<file path="src/cmsp_pkg.sv">
// ---------------------------------------------------------------------------
// cmsp_pkg
// Shared types and character constants of the color markup stream parser.
// ---------------------------------------------------------------------------
package cmsp_pkg;

   localparam int unsigned BYTE_W = 8;

   // characters with a meaning in the markup
   localparam logic [BYTE_W-1:0] CH_NUL     = 8'h00;
   localparam logic [BYTE_W-1:0] CH_PERCENT = 8'h25;
   localparam logic [BYTE_W-1:0] CH_OPEN    = 8'h5B;
   localparam logic [BYTE_W-1:0] CH_CLOSE   = 8'h5D;
   localparam logic [BYTE_W-1:0] CH_COMMA   = 8'h2C;
   localparam logic [BYTE_W-1:0] CH_ZERO    = 8'd48;
   localparam logic [BYTE_W-1:0] DEC_BASE   = 8'd10;
   localparam logic [BYTE_W-1:0] BYTE_MAX   = 8'd255;

   // result kinds
   localparam logic KIND_TEXT    = 1'b0;
   localparam logic KIND_SEG_END = 1'b1;

   // configuration register indexes
   localparam int unsigned CSR_INDEX_W = 2;
   localparam logic [CSR_INDEX_W-1:0] CSR_DEFAULT_RED   = 2'd0;
   localparam logic [CSR_INDEX_W-1:0] CSR_DEFAULT_GREEN = 2'd1;
   localparam logic [CSR_INDEX_W-1:0] CSR_DEFAULT_BLUE  = 2'd2;

   // component being parsed inside a bracket
   typedef enum logic [1:0] {
      SEL_NONE  = 2'd0,
      SEL_RED   = 2'd1,
      SEL_GREEN = 2'd2,
      SEL_BLUE  = 2'd3
   } sel_type;

   typedef struct packed {
      logic [BYTE_W-1:0] red;
      logic [BYTE_W-1:0] green;
      logic [BYTE_W-1:0] blue;
   } color_type;

   // one result transaction
   typedef struct packed {
      logic              item_kind;
      logic [BYTE_W-1:0] char_code;
      color_type         color;
      logic              string_done;
   } result_type;

   // parsed component bookkeeping after a comma or close
   typedef struct packed {
      sel_type           sel;
      logic [BYTE_W-1:0] accum;
      color_type         parsed;
   } store_type;

endpackage

</file>
<file path="src/color_markup_stream_parser.sv">
// ---------------------------------------------------------------------------
// color_markup_stream_parser
// Parses inline color markup from a byte stream into colored characters
// and segment ends.
// ---------------------------------------------------------------------------
// One byte enters per req transaction and gives zero or one rsp transaction.
// Throughput is one byte per clock while the result register can load: a
// byte waits in the input register, is decoded combinationally against the
// parse state, and its result lands in the result register, from which rsp
// is driven. Plain bytes come out as text with the segment color, "%%" gives a
// '%', "%[r,g,b]" sets a new color (decimal, wrapping at 256) after emitting
// a segment end with the old color, and byte 0 closes the string with a
// final segment end flagged by rsp_string_done. Until a bracket closes in
// the current string the default color registers are used live. Write the
// csr registers only while no transaction is in flight.
module color_markup_stream_parser (
   input  logic                             clock,
   input  logic                             reset,
   // input byte transactions
   input  logic                             req_valid,
   output logic                             req_ready,
   input  logic [cmsp_pkg::BYTE_W-1:0]      req_text_byte,
   // result transactions
   output logic                             rsp_valid,
   input  logic                             rsp_ready,
   output logic                             rsp_item_kind,
   output logic [cmsp_pkg::BYTE_W-1:0]      rsp_char_code,
   output logic [cmsp_pkg::BYTE_W-1:0]      rsp_seg_red,
   output logic [cmsp_pkg::BYTE_W-1:0]      rsp_seg_green,
   output logic [cmsp_pkg::BYTE_W-1:0]      rsp_seg_blue,
   output logic                             rsp_string_done,
   // configuration writes
   input  logic                             csr_write_enable,
   input  logic [cmsp_pkg::CSR_INDEX_W-1:0] csr_index,
   input  logic [cmsp_pkg::BYTE_W-1:0]      csr_write_data
);
   import cmsp_pkg::*;

   color_type         default_ff, default_in;
   logic              byte_valid;
   logic [BYTE_W-1:0] byte_value;
   logic              advance;
   logic              can_load;
   logic              has_result;
   result_type        result;
   result_type        rsp_data;

   // default color registers, index 3 is not mapped
   always_comb begin
      default_in = default_ff;
      if (csr_write_enable) begin
         unique case (csr_index)
            CSR_DEFAULT_RED:   default_in.red   = csr_write_data;
            CSR_DEFAULT_GREEN: default_in.green = csr_write_data;
            CSR_DEFAULT_BLUE:  default_in.blue  = csr_write_data;
            default: begin
            end
         endcase
      end
   end

   always_ff @(posedge clock) begin
      if (reset) begin
         default_ff <= '{red: BYTE_MAX, green: BYTE_MAX, blue: BYTE_MAX};
      end else begin
         default_ff <= default_in;
      end
   end

   // a byte is decoded once the result register can take what it gives
   assign advance = byte_valid && can_load;

   cmsp_input_stage u_input_stage (
      .clock         (clock),
      .reset         (reset),
      .req_valid     (req_valid),
      .req_ready     (req_ready),
      .req_text_byte (req_text_byte),
      .advance       (advance),
      .byte_valid    (byte_valid),
      .byte_value    (byte_value)
   );

   cmsp_parser u_parser (
      .clock         (clock),
      .reset         (reset),
      .step          (advance),
      .byte_value    (byte_value),
      .default_color (default_ff),
      .has_result    (has_result),
      .result        (result)
   );

   cmsp_result_stage u_result_stage (
      .clock      (clock),
      .reset      (reset),
      .load       (advance),
      .load_valid (has_result),
      .load_data  (result),
      .can_load   (can_load),
      .rsp_valid  (rsp_valid),
      .rsp_ready  (rsp_ready),
      .rsp_data   (rsp_data)
   );

   assign rsp_item_kind   = rsp_data.item_kind;
   assign rsp_char_code   = rsp_data.char_code;
   assign rsp_seg_red     = rsp_data.color.red;
   assign rsp_seg_green   = rsp_data.color.green;
   assign rsp_seg_blue    = rsp_data.color.blue;
   assign rsp_string_done = rsp_data.string_done;

endmodule

</file>
<file path="src/cmsp_input_stage.sv">
// ---------------------------------------------------------------------------
// cmsp_input_stage
// Input register for one markup byte, with valid/ready handshake.
// ---------------------------------------------------------------------------
module cmsp_input_stage (
   input  logic                       clock,
   input  logic                       reset,
   input  logic                       req_valid,
   output logic                       req_ready,
   input  logic [cmsp_pkg::BYTE_W-1:0] req_text_byte,
   input  logic                       advance,
   output logic                       byte_valid,
   output logic [cmsp_pkg::BYTE_W-1:0] byte_value
);
   import cmsp_pkg::*;

   logic              valid_ff, valid_in;
   logic [BYTE_W-1:0] byte_ff, byte_in;
   logic              take;

   // register frees up when its byte moves on
   assign req_ready = !valid_ff || advance;
   assign take      = req_valid && req_ready;

   always_comb begin
      valid_in = valid_ff;
      byte_in  = byte_ff;
      if (take) begin
         valid_in = 1'b1;
         byte_in  = req_text_byte;
      end else if (advance) begin
         valid_in = 1'b0;
      end
   end

   always_ff @(posedge clock) begin
      if (reset) begin
         valid_ff <= 1'b0;
      end else begin
         valid_ff <= valid_in;
      end
      byte_ff <= byte_in;
   end

   assign byte_valid = valid_ff;
   assign byte_value = byte_ff;

endmodule

</file>
<file path="src/cmsp_parser.sv">
// ---------------------------------------------------------------------------
// cmsp_parser
// Per-string parse state and the one-byte decode that updates it.
// ---------------------------------------------------------------------------
module cmsp_parser (
   input  logic                        clock,
   input  logic                        reset,
   input  logic                        step,
   input  logic [cmsp_pkg::BYTE_W-1:0] byte_value,
   input  cmsp_pkg::color_type         default_color,
   output logic                        has_result,
   output cmsp_pkg::result_type        result
);
   import cmsp_pkg::*;

   logic              pend_ff, pend_in;
   logic              brk_ff, brk_in;
   sel_type           sel_ff, sel_in;
   logic [BYTE_W-1:0] acc_ff, acc_in;
   color_type         parsed_ff, parsed_in;
   color_type         active_ff, active_in;
   logic              custom_ff, custom_in;

   color_type         cur_color;
   store_type         stored;
   logic              handled;
   logic              is_digit;
   logic [BYTE_W-1:0] digit;
   logic [BYTE_W-1:0] acc_times_ten;

   // move the accumulator into the selected component
   function automatic store_type store_step(sel_type sel, logic [BYTE_W-1:0] accum,
                                            color_type parsed);
      store_type s;
      s.sel    = sel;
      s.accum  = accum;
      s.parsed = parsed;
      unique case (sel)
         SEL_RED: begin
            s.parsed.red = accum;
            s.sel        = SEL_GREEN;
            s.accum      = '0;
         end
         SEL_GREEN: begin
            s.parsed.green = accum;
            s.sel          = SEL_BLUE;
            s.accum        = '0;
         end
         SEL_BLUE: begin
            s.parsed.blue = accum;
            s.sel         = SEL_NONE;
            s.accum       = '0;
         end
         default: begin
         end
      endcase
      return s;
   endfunction

   assign cur_color     = custom_ff ? active_ff : default_color;
   assign is_digit      = (byte_value >= CH_ZERO) && (byte_value < (CH_ZERO + DEC_BASE));
   assign digit         = byte_value - CH_ZERO;
   // times ten, wrapping at 8 bits
   assign acc_times_ten = BYTE_W'({acc_ff, 3'b000} + {acc_ff, 1'b0});
   assign stored        = store_step(sel_ff, acc_ff, parsed_ff);

   always_comb begin
      pend_in    = pend_ff;
      brk_in     = brk_ff;
      sel_in     = sel_ff;
      acc_in     = acc_ff;
      parsed_in  = parsed_ff;
      active_in  = active_ff;
      custom_in  = custom_ff;
      has_result = 1'b0;
      handled    = 1'b0;
      result.item_kind   = KIND_TEXT;
      result.char_code   = '0;
      result.color       = cur_color;
      result.string_done = 1'b0;

      if (pend_ff) begin
         pend_in = 1'b0;
         if (byte_value == CH_PERCENT) begin
            has_result       = 1'b1;
            result.char_code = CH_PERCENT;
            handled          = 1'b1;
         end else if (byte_value == CH_OPEN) begin
            brk_in  = 1'b1;
            sel_in  = SEL_RED;
            handled = 1'b1;
         end
      end

      if (!handled) begin
         priority if (byte_value == CH_NUL) begin
            has_result         = 1'b1;
            result.item_kind   = KIND_SEG_END;
            result.string_done = 1'b1;
            pend_in   = 1'b0;
            brk_in    = 1'b0;
            sel_in    = SEL_NONE;
            acc_in    = '0;
            parsed_in = '0;
            custom_in = 1'b0;
         end else if (byte_value == CH_PERCENT) begin
            pend_in = 1'b1;
         end else if (!brk_ff) begin
            has_result       = 1'b1;
            result.char_code = byte_value;
         end else if (is_digit) begin
            acc_in = BYTE_W'(acc_times_ten + digit);
         end else if (byte_value == CH_COMMA) begin
            sel_in    = stored.sel;
            acc_in    = stored.accum;
            parsed_in = stored.parsed;
         end else if (byte_value == CH_CLOSE) begin
            has_result       = 1'b1;
            result.item_kind = KIND_SEG_END;
            if (sel_ff == SEL_BLUE) begin
               sel_in    = stored.sel;
               acc_in    = stored.accum;
               parsed_in = stored.parsed;
               active_in = stored.parsed;
            end else begin
               active_in = parsed_ff;
            end
            custom_in = 1'b1;
            brk_in    = 1'b0;
         end else begin
         end
      end
   end

   always_ff @(posedge clock) begin
      if (reset) begin
         pend_ff   <= 1'b0;
         brk_ff    <= 1'b0;
         sel_ff    <= SEL_NONE;
         acc_ff    <= '0;
         parsed_ff <= '0;
         active_ff <= '{red: BYTE_MAX, green: BYTE_MAX, blue: BYTE_MAX};
         custom_ff <= 1'b0;
      end else if (step) begin
         pend_ff   <= pend_in;
         brk_ff    <= brk_in;
         sel_ff    <= sel_in;
         acc_ff    <= acc_in;
         parsed_ff <= parsed_in;
         active_ff <= active_in;
         custom_ff <= custom_in;
      end
   end

endmodule

</file>
<file path="src/cmsp_result_stage.sv">
// ---------------------------------------------------------------------------
// cmsp_result_stage
// Result register that holds one result transaction until it is taken.
// ---------------------------------------------------------------------------
module cmsp_result_stage (
   input  logic                 clock,
   input  logic                 reset,
   input  logic                 load,
   input  logic                 load_valid,
   input  cmsp_pkg::result_type load_data,
   output logic                 can_load,
   output logic                 rsp_valid,
   input  logic                 rsp_ready,
   output cmsp_pkg::result_type rsp_data
);
   import cmsp_pkg::*;

   logic       valid_ff, valid_in;
   result_type data_ff, data_in;

   // free when empty or when the held result leaves this cycle
   assign can_load = !valid_ff || rsp_ready;

   always_comb begin
      valid_in = valid_ff;
      data_in  = data_ff;
      if (load) begin
         valid_in = load_valid;
         if (load_valid) begin
            data_in = load_data;
         end
      end else if (rsp_ready) begin
         valid_in = 1'b0;
      end
   end

   always_ff @(posedge clock) begin
      if (reset) begin
         valid_ff <= 1'b0;
      end else begin
         valid_ff <= valid_in;
      end
      data_ff <= data_in;
   end

   assign rsp_valid = valid_ff;
   assign rsp_data  = data_ff;

endmodule
</file>
<file path="config.mk">
export PLATFORM = sky130hd
export DESIGN_NAME = color_markup_stream_parser
export DESIGN_NICKNAME = d
export VERILOG_FILES = /design/src/cmsp_pkg.sv /design/src/color_markup_stream_parser.sv /design/src/cmsp_input_stage.sv /design/src/cmsp_parser.sv /design/src/cmsp_result_stage.sv
export SDC_FILE = /design/constraint.sdc
export NUM_CORES = 1
export LEC_CHECK = 0
export BUFFER_PORTS_ARGS = -buffer_cell sky130_fd_sc_hd__clkbuf_2
export CORE_MARGIN = 3
export CORE_UTILIZATION = 45
export DETAILED_ROUTE_END_ITERATION = 10
export PLACE_DENSITY = 0.7
export SETUP_SLACK_MARGIN = 0.05
export SLEW_MARGIN = 20
export SYNTH_ARGS = -nofsm -noshare
export SYNTH_HDL_FRONTEND = slang
export SYNTH_HIERARCHICAL = 1
export SYNTH_SLANG_ARGS = --single-unit
</file>
<file path="constraint.sdc">
create_clock -name clock -period 3.27 [get_ports clock]
set_clock_uncertainty 0.1 [all_clocks]
set_input_delay 0.654 -clock clock [delete_from_list [all_inputs] [get_ports clock]]
set_output_delay 0.654 -clock clock [all_outputs]
set_load 0.01 [all_outputs]
</file>
==> metrics.txt <==
Min Clock Period, post-route 2.96 ns; Final Non-Filler Cells 791; Final WS setup 0.309 ns; final slew viol count 0; final core utilization 0.548; Most used DFF post-synth dfxtp_1; # fillers 1114; CTS tree done; clock latency on the worst-skew pair 0.42 ns; first-pass GRT wire length 22900 um; I/O Pins 59; Post-Syn Nets 595; cell taking the most area after synthesis dfxtp_1; leakage power total 2.72 nW; postcts setup bufs 0; syn avg cell area 10.8 um2; sequential area share after synthesis 0.505; Die H 121 um; power per standard cell area 578 nW/um2; Die Area 14600 um2; crit path capture type flop; Hold Fails Final Rpt 0; largest fanout on the critical path 9; final-stage net count 649; Mapped Cells 552; Antenna Violating Nets Remaining 0; P_sw 0.000950 W; CORE AREA 12800 um2; # hold bufs at CTS 0; post-synthesis instance area 5950 um2; clock group share of total power 0.473; Clock Path Buffers 2; final-report setup violation count 0; Unique masters post-synth 66; switching share of power 0.235; Inserted Clock Buffers 17; CTS sink cnt 129; DP Cell Count 759; via count 4461; Placed Area 6390 um2; sequential share of power 0.434; Clk pin slew, worst setup/hold paths 0.06 ns; RSZ-0062 raised after global routing false; CP required 3.53 ns; diode count 0; post-detailed-route wirelength per cell 17.6 um; post-place setup slack 0.310 ns; internal power 0.00310 W; status finished, final reports clean; HPWL Detailed 9520 um; I/O Buffers 58; largest net degree at the start of global routing 52; power share of the combinational group 0.093; Initial Utilization 0.466; Fmax achieved 338 MHz; Least-Margin Pin Slew 0.838 ns; Die Width 121 um; drt first-iter violations 323; #FFs+latches synth 129; vias per std cell 5.64; Hold/Removal Path Class input pin to flop; asr flop ratio synth 0; Yosys top cell area share 0.293; H-tree levels 4; Max-Cap Viols 0; post-route cell area 7000 um2; commonest cells after routing, fill and taps aside dfxtp_1, nor2_1, clkbuf_2; initial antenna violation count 0; critical path type flop to flop; Ys Warns 6; share of cells above drive strength 1 0.237; number of synthesized flops with an enable pin 42; final wirelength 14000 um; drt pass-1 iters 5; GRT Total Usage 0.202; crit path launch type flop; Max rail drop VDD 0.000386 V; row count 41; most common library cell in the layout ignoring fill and taps dfxtp_1; Root Driver clkbuf_16; Worst Path Arrival 3.22 ns; Residual DRC 0; synth top area cells dfxtp_1, edfxtp_1, mux2i_1; setup TNS 0 ns; Overflow after GRT 0; CTS-repair resized insts 0; area grow syn2layout 17.6%; slew margin rel. 0.442; Period Utilization, post-route 0.905; Placer Congestion 0.957; number of global-route vias before repair 4443
-- stage by stage --
stage / power (W) / hold slack, ns
finish: 0.00405 / 0.312
global route: 0.00421 / 0.297
floorplan: 0.00204 / 0.330
detailed placement: 0.00217 / 0.349
global placement: 0.00215 / 0.342
CTS: 0.00407 / 0.300
-- worst max-delay path: stages (launching register included) --
cell      delay, ns
edfxtp_1       0.47
inv_1          0.12
fa_1           0.55
inv_1          0.05
ha_1           0.29
ha_1           0.24
fa_1           0.42
a21o_1         0.20
a21oi_1        0.16
xnor2_1        0.14
nand2_1        0.07
nand3_1        0.10
-- cells in the mapped netlist (2+ instances only) --
master	count
nor3_1	12
a22oi_1	7
o21ai_0	3
fa_1	5
mux2_2	24
or4_1	2
or3_1	9
a21oi_1	29
a21oi_2	3
buf_2	6
a21o_1	4
dfxtp_1	87
a31oi_1	2
o311ai_0	16
nor2_1	64
nor4_4	4
xnor2_1	4
nor4_1	3
nand3b_1	3
ha_1	15
a211o_1	8
or3b_1	3
nand3_1	4
a22o_1	14
nor2b_1	3
nand2b_4	2
nand4b_1	2
edfxtp_1	42
a32o_1	2
clkbuf_1	24
o2111ai_1	2
buf_6	3
o21a_1	2
and2_1	4
o21ai_1	7
mux2i_1	32
nand2_1	45
inv_1	23
-- power groups by stage --
stage / Sequential (W) / Combinational (W) / Clock (W)
CTS: 0.00176 / 0.000380 / 0.00193
finish: 0.00176 / 0.000376 / 0.00191
detailed placement: 0.00179 / 0.000378 / 0
global route: 0.00176 / 0.000426 / 0.00202
global placement: 0.00179 / 0.000367 / 0
floorplan: 0.00178 / 0.000261 / 0
-- cell type report --
| class | instances | area, um2 | share of cell area |
|---|---|---|---|
| inverters | 24 | 90.1 | 0.0129 |
| clock inverters | 8 | 101 | 0.0145 |
| multi-input cells | 365 | 2700 | 0.386 |
| repair buffers | 69 | 385 | 0.0551 |
| flip-flops and latches | 129 | 3000 | 0.429 |
| clock buffers | 24 | 503 | 0.0719 |
| well taps | 172 | 215 | 0.0308 |
-- metal layers --
metal,share of wire,routed length (um),vias up,track usage
met2,0.49,6830,155,0.334
li1,-,-,2118,-
met5,0,0,-,0
met4,0.021,290,0,0.0694
met1,0.43,6030,2158,0.257
met3,0.057,799,30,0.0527
-- registers in the layout (all words and copies together), names as in the netlist --
| name | flops |
|---|---|
| u_parser/custom_ff | 1 |
| u_result_stage/rsp_valid | 1 |
| default_ff | 24 |
| u_parser/parsed_ff | 24 |
| u_parser/brk_ff | 1 |
| u_parser/sel_ff | 2 |
| u_parser/acc_ff | 8 |
| u_parser/active_ff | 24 |
| u_parser/pend_ff | 1 |
| u_result_stage/rsp_data | 34 |
| u_input_stage/byte_value | 8 |
| u_input_stage/byte_valid | 1 |
-- worst paths after layout --
path,start,slack (ns),depth (start not counted),endpoint
worst min-delay path,req_text_byte[1],0.31,1,u_input_stage/byte_value[1]
worst min register to register,u_parser/parsed_ff[3],0.36,2,u_parser/parsed_ff[3]
worst max-delay path,u_input_stage/byte_value[3],0.31,11,u_parser/acc_ff[7]
worst max register to register,u_input_stage/byte_value[3],0.31,11,u_parser/acc_ff[7]
-- logic make-up (layout without fill, tap and decap cells) --
kind of cell	Yosys count	in the layout	synth area share
fa+ha+maj	20	20	0.0484
mux	56	56	0.0993
flops	129	129	0.505
xor+xnor	6	6	0.0111
simple gates	170	170	0.150
buf+inv	58	125	0.0416
compound gates	113	113	0.145
No activity file was read; power rests on OpenSTA's default activity.
